===== src/erm_row.sv =====
`default_nettype none

module erm_row #(
	parameter int FRAC_BITS = 16
) (
	input  wire logic                          clk,
	input  wire logic                          en,
	input  wire logic signed [FRAC_BITS+1:0]   a0,
	input  wire logic signed [FRAC_BITS+1:0]   a1,
	input  wire logic signed [FRAC_BITS+1:0]   a2,
	input  wire logic signed [FRAC_BITS+1:0]   cz,
	input  wire logic signed [FRAC_BITS+1:0]   sz,
	input  wire logic signed [FRAC_BITS+1:0]   nsz,
	output logic signed [FRAC_BITS+1:0]        r0_s6,
	output logic signed [FRAC_BITS+1:0]        r1_s6,
	output logic signed [FRAC_BITS+1:0]        r2_s6
);

	localparam int EW = FRAC_BITS + 2;
	localparam int PW = 2 * EW;
	localparam logic [PW-1:0]     HALF    = PW'(1) << (FRAC_BITS - 1);
	localparam logic signed [EW:0] POS_ONE = {3'b001, {FRAC_BITS{1'b0}}};
	localparam logic signed [EW:0] NEG_ONE = {3'b111, {FRAC_BITS{1'b0}}};

	logic signed [PW-1:0] p0_s5;
	logic signed [PW-1:0] p1_s5;
	logic signed [PW-1:0] p2_s5;
	logic signed [PW-1:0] p3_s5;
	logic signed [EW-1:0] a2_s5;
	logic signed [EW:0]   sum0;
	logic signed [EW:0]   sum1;

	// Round to nearest, ties up
	function automatic logic signed [EW-1:0] rnd(input logic signed [PW-1:0] p);
		logic [PW-1:0] t;
		t = p + HALF;
		return t[FRAC_BITS +: EW];
	endfunction

	function automatic logic signed [EW-1:0] sat(input logic signed [EW:0] v);
		logic signed [EW-1:0] r;
		priority if (v > POS_ONE) begin
			r = POS_ONE[EW-1:0];
		end else if (v < NEG_ONE) begin
			r = NEG_ONE[EW-1:0];
		end else begin
			r = v[EW-1:0];
		end
		return r;
	endfunction

	// Multiply the row by the z rotation columns
	always_ff @(posedge clk) begin
		if (en) begin
			p0_s5 <= a0 * cz;
			p1_s5 <= a1 * sz;
			p2_s5 <= a0 * nsz;
			p3_s5 <= a1 * cz;
			a2_s5 <= a2;
		end
	end

	assign sum0 = (EW+1)'(rnd(p0_s5)) + (EW+1)'(rnd(p1_s5));
	assign sum1 = (EW+1)'(rnd(p2_s5)) + (EW+1)'(rnd(p3_s5));

	// Sum rounded products and clamp to unit range; a2 passes through
	always_ff @(posedge clk) begin
		if (en) begin
			r0_s6 <= sat(sum0);
			r1_s6 <= sat(sum1);
			r2_s6 <= a2_s5;
		end
	end

endmodule

`default_nettype wire


===== config.mk =====
export PLATFORM = sky130hd
export DESIGN_NAME = erm_row
export DESIGN_NICKNAME = d
export VERILOG_FILES = /design/src/erm_row.sv
export SDC_FILE = /design/constraint.sdc
export NUM_CORES = 2
export LEC_CHECK = 0
export BUFFER_PORTS_ARGS = -buffer_cell sky130_fd_sc_hd__buf_2
export CORE_UTILIZATION = 45
export DETAILED_ROUTE_END_ITERATION = 8
export PLACE_DENSITY = 0.68
export SYNTH_ARGS = -nofsm -noshare
export SYNTH_HDL_FRONTEND = slang
export SYNTH_SLANG_ARGS = --single-unit

===== constraint.sdc =====
create_clock -name clk -period 9.64 [get_ports clk]
set_clock_uncertainty 0.2 [all_clocks]
set_input_delay 1.446 -clock clk [delete_from_list [all_inputs] [get_ports clk]]
set_output_delay 1.446 -clock clk [all_outputs]
set_load 0.05 [all_outputs]

==> impl_results.md <==
- Clock-pin slew of the registers on the worst-case setup and hold paths: around 0.070 ns
- Placed insts: 7,144
- Nets: ~7,400
- Design area: 55,800 um^2
- HP Class: reg -> reg
- First-pass GRT wire length: 213 mm
- Number of synthesized flops with an enable pin: between 100 and 150
- Antenna violations before repair: 15
- Mux contribution to synthesized area: less than 1%
- Via-per-instance ratio: slightly above 5
- Final setup TNS: 0 ns
- Complex-gate fraction of the synthesized area: between 3 and 4%
- Post-cts sizing count: 0
- Syn Area/Cell: approximately 9.4 um^2
- Register area share after synthesis: between 8 and 9%
- Least-Margin Pin Slew: approximately 1.2 ns
- Final-layout fill cell count: ~11,000
- CP Class: in -> reg
- Most common cell after layout, fill and taps aside: inv_1
- Main combinational cell family by area after synthesis: adder cells
- Yosys cell types: 65
- Root Driver: clkbuf_16
- Finished Layout Cells: between 7,000 and 8,000
- Yosys warnings: 0
- Max FO, Critical Path: 20
- Post-DP Area: between 50,000 and 60,000 um^2
- GRT Resource Usage Total: about 23%
- Hold buffers post-CTS: 0
- Initial DRC Count: about 2,500
- P&R area growth vs syn: 5.10%
- Status: finished clean
- # DRC: 0
- CP cell instances: buf_2 -> buf_4 -> and2_1 -> fa_1 -> inv_1 -> fa_1 -> fa_1 -> fa_1 -> inv_1 -> fa_1 -> inv_1 -> fa_1 -> inv_1 -> ha_1 -> nor3_1 -> nand4_1 -> o211ai_1 -> o21ai_0 -> a41oi_1 -> o21ai_0 -> a41oi_1 -> a21oi_1 -> xor2_1
- Number of setup buffers added after CTS: 0
- Synth Flop Type: edfxtp_1
- CTS H-tree lvls: 4
- Critical path's largest stage delay: 0.57 ns
- Synth top area share: around 47%
- Drt pass-1 iters: 6
- Tcrit/Tclk final: approximately 86%
- Post-synthesis instance total: ~5,700
- Post-Syn Area: around 53,000 um^2
- Leading area contributor after synthesis: fa_1
- WP data required: between 9 and 10 ns
- Most frequent cells in the layout: 1,441 x inv_1, 1,258 x fa_1, 658 x and2_1, 621 x nand2_1, 380 x ha_1
- Max-slew violation count: 0
- Cells on worst reg2reg path: 12
- Slew HR: about 17%
- Top Family by Delay on Critical Path: adder cells
- Die W: between 300 and 400 um
- Critical path's slowest cell: a41oi_1
- Number of top-level pins: between 150 and 200
- Synth Area in Adders: between 50 and 60%
- Starting Density: roughly 46%
- Worst Path Buf+Inv: 6
- Post-layout min period: a little over 8 ns
- PortBufs: roughly 160
- Vias after detailed routing: 36,900
- CTS buffer count: 17
- XOR/XNOR Fraction of Synth Area: approximately 3.5%
- Core area: 117,000 um^2
- Die H: 346 um
- GP Congestion: between 0.9 and 1
- Synth Area in Simple Gates: 16.1%
- WP data arrival: ~8.4 ns
- CTS tree: yes
- Hold Path Depth: 0
- CP Depth: 23
- RSZ-0062 raised after global routing: false
- Max clock buf depth: 2
- Maxcap violations: 0
- Most area-consuming cells after synthesis: fa_1 47%, inv_1 10%, ha_1 9.0%
- Max frequency: roughly 0.12 GHz
- Post-synth net total: roughly 7,400
- Vias in the first global route: around 40,000
- Seq cells post-synth: between 100 and 150
- Worst path most repeated cell: fa_1
- Layout cells sized above 1: about 4.7%
- Worst setup SP type: input port
- CP Capture Type: flip-flop
- Wire per inst: between 15 and 20 um
- # setup viols final: 0
- Rows: 125
- Worst Hold Margin: about 0.22 ns
- Routed WL: about 130 mm
- Post-route ant nets: 0
- Ys async rst share: 0%
- DPL Wire Length: about 110 mm
- Die Area: 119,000 um^2
- Congestion Overflow GR: 0
- # clock sinks: 148
- Largest net degree at the start of global routing: 86
- Hold Vio Cnt, Final: 0
- Worst-Skew Late Latency: ~0.50 ns
## cell usage after synthesis (all sizes together) (28+ instances only)
| master | instances |
|---|---|
| inv | 1441 |
| fa | 1258 |
| and2 | 658 |
| nand2 | 621 |
| ha | 380 |
| clkbuf | 260 |
| xnor2 | 164 |
| edfxtp | 148 |
| nor2 | 141 |
| nand3 | 88 |
| o21ai | 70 |
| a21oi | 62 |
| xor2 | 51 |
| nand4 | 35 |
| a21o | 28 |
| nand2b | 28 |
| nor3 | 28 |
## routing by layer
| metal | up-vias | part of all wire (%) | GRT usage [%] |
|---|---|---|---|
| met5 | - | 0.074 | 0 |
| met4 | 16 | 2.4 | 6.31 |
| met3 | 161 | 5.5 | 2.69 |
| met2 | 1038 | 48 | 37.4 |
| met1 | 19200 | 44 | 31.1 |
| li1 | 16500 | - | - |
## cells by family after synthesis
| kind of cell | after synthesis |
|---|---|
| buffers and inverters | 1705 |
| and+or+nand+nor | 1683 |
| adders and majority gates | 1638 |
| AOI/OAI and AO/OA | 279 |
| xor gates and xnor gates | 215 |
| DFF | 148 |
| muxes | 2 |
## path summary, 6_finish.rpt
path                                     startpoint                endpoint  slack, ns
worst min register to register   a2_s5[7]$_DFFE_PP_      r2_s6[7]$_DFFE_PP_       0.22
worst min-delay path             a2_s5[7]$_DFFE_PP_      r2_s6[7]$_DFFE_PP_       0.22
worst max-delay path                          cz[6]     p0_s5[32]$_DFFE_PP_       1.33
worst max register to register  p3_s5[15]$_DFFE_PP_  r1_s6[0]$_SDFFCE_PP0P_       3.72
## worst register-to-register path: stages, from the launching register on
cell and delay (ns):
edfxtp_1 0.42, ha_1 0.38, ha_1 0.27, fa_1 0.50
a211oi_1 0.34, o21ai_1 0.15, a211o_1 0.30, a2111oi_0 0.76
nor3_1 0.21, o41ai_1 0.64, o31a_1 0.54, o41a_1 0.69
o21ai_0 0.24
## area by class of cell
cell class / count / area, um^2 / share of cell area [%]
Antenna cell: 5 / 12.5 / 0.0224
Clock buffer: 18 / 429 / 0.769
Clock inverter: 14 / 151 / 0.271
Inverter: 1441 / 5410 / 9.69
Multi-Input combinational cell: 3817 / 42300 / 75.7
Sequential cell: 148 / 4440 / 7.96
Tap cell: 1524 / 1910 / 3.42
Timing Repair Buffer: 214 / 1200 / 2.16
## sequential cells by signal, indices dropped and copies added (netlist names)
signal  cells
p2_s5      19
r2_s6      18
r0_s6      18
p1_s5      19
a2_s5      18
p3_s5      19
r1_s6      18
p0_s5      19
## through the flow
| step | utilization (%) | setup WS, ns |
|---|---|---|
| finish | 47.9 | 1.33 |
| global route | 47.9 | 0.960 |
| CTS | 47.9 | 1.53 |
| detailed placement | 47.4 | 0.997 |
| global placement | 47.4 | 1.12 |
| floorplan | - | 1.68 |
Power is left out: the tool's default activity adds up to more than one toggle a clock period on the data nets, which glitch-free logic cannot reach.
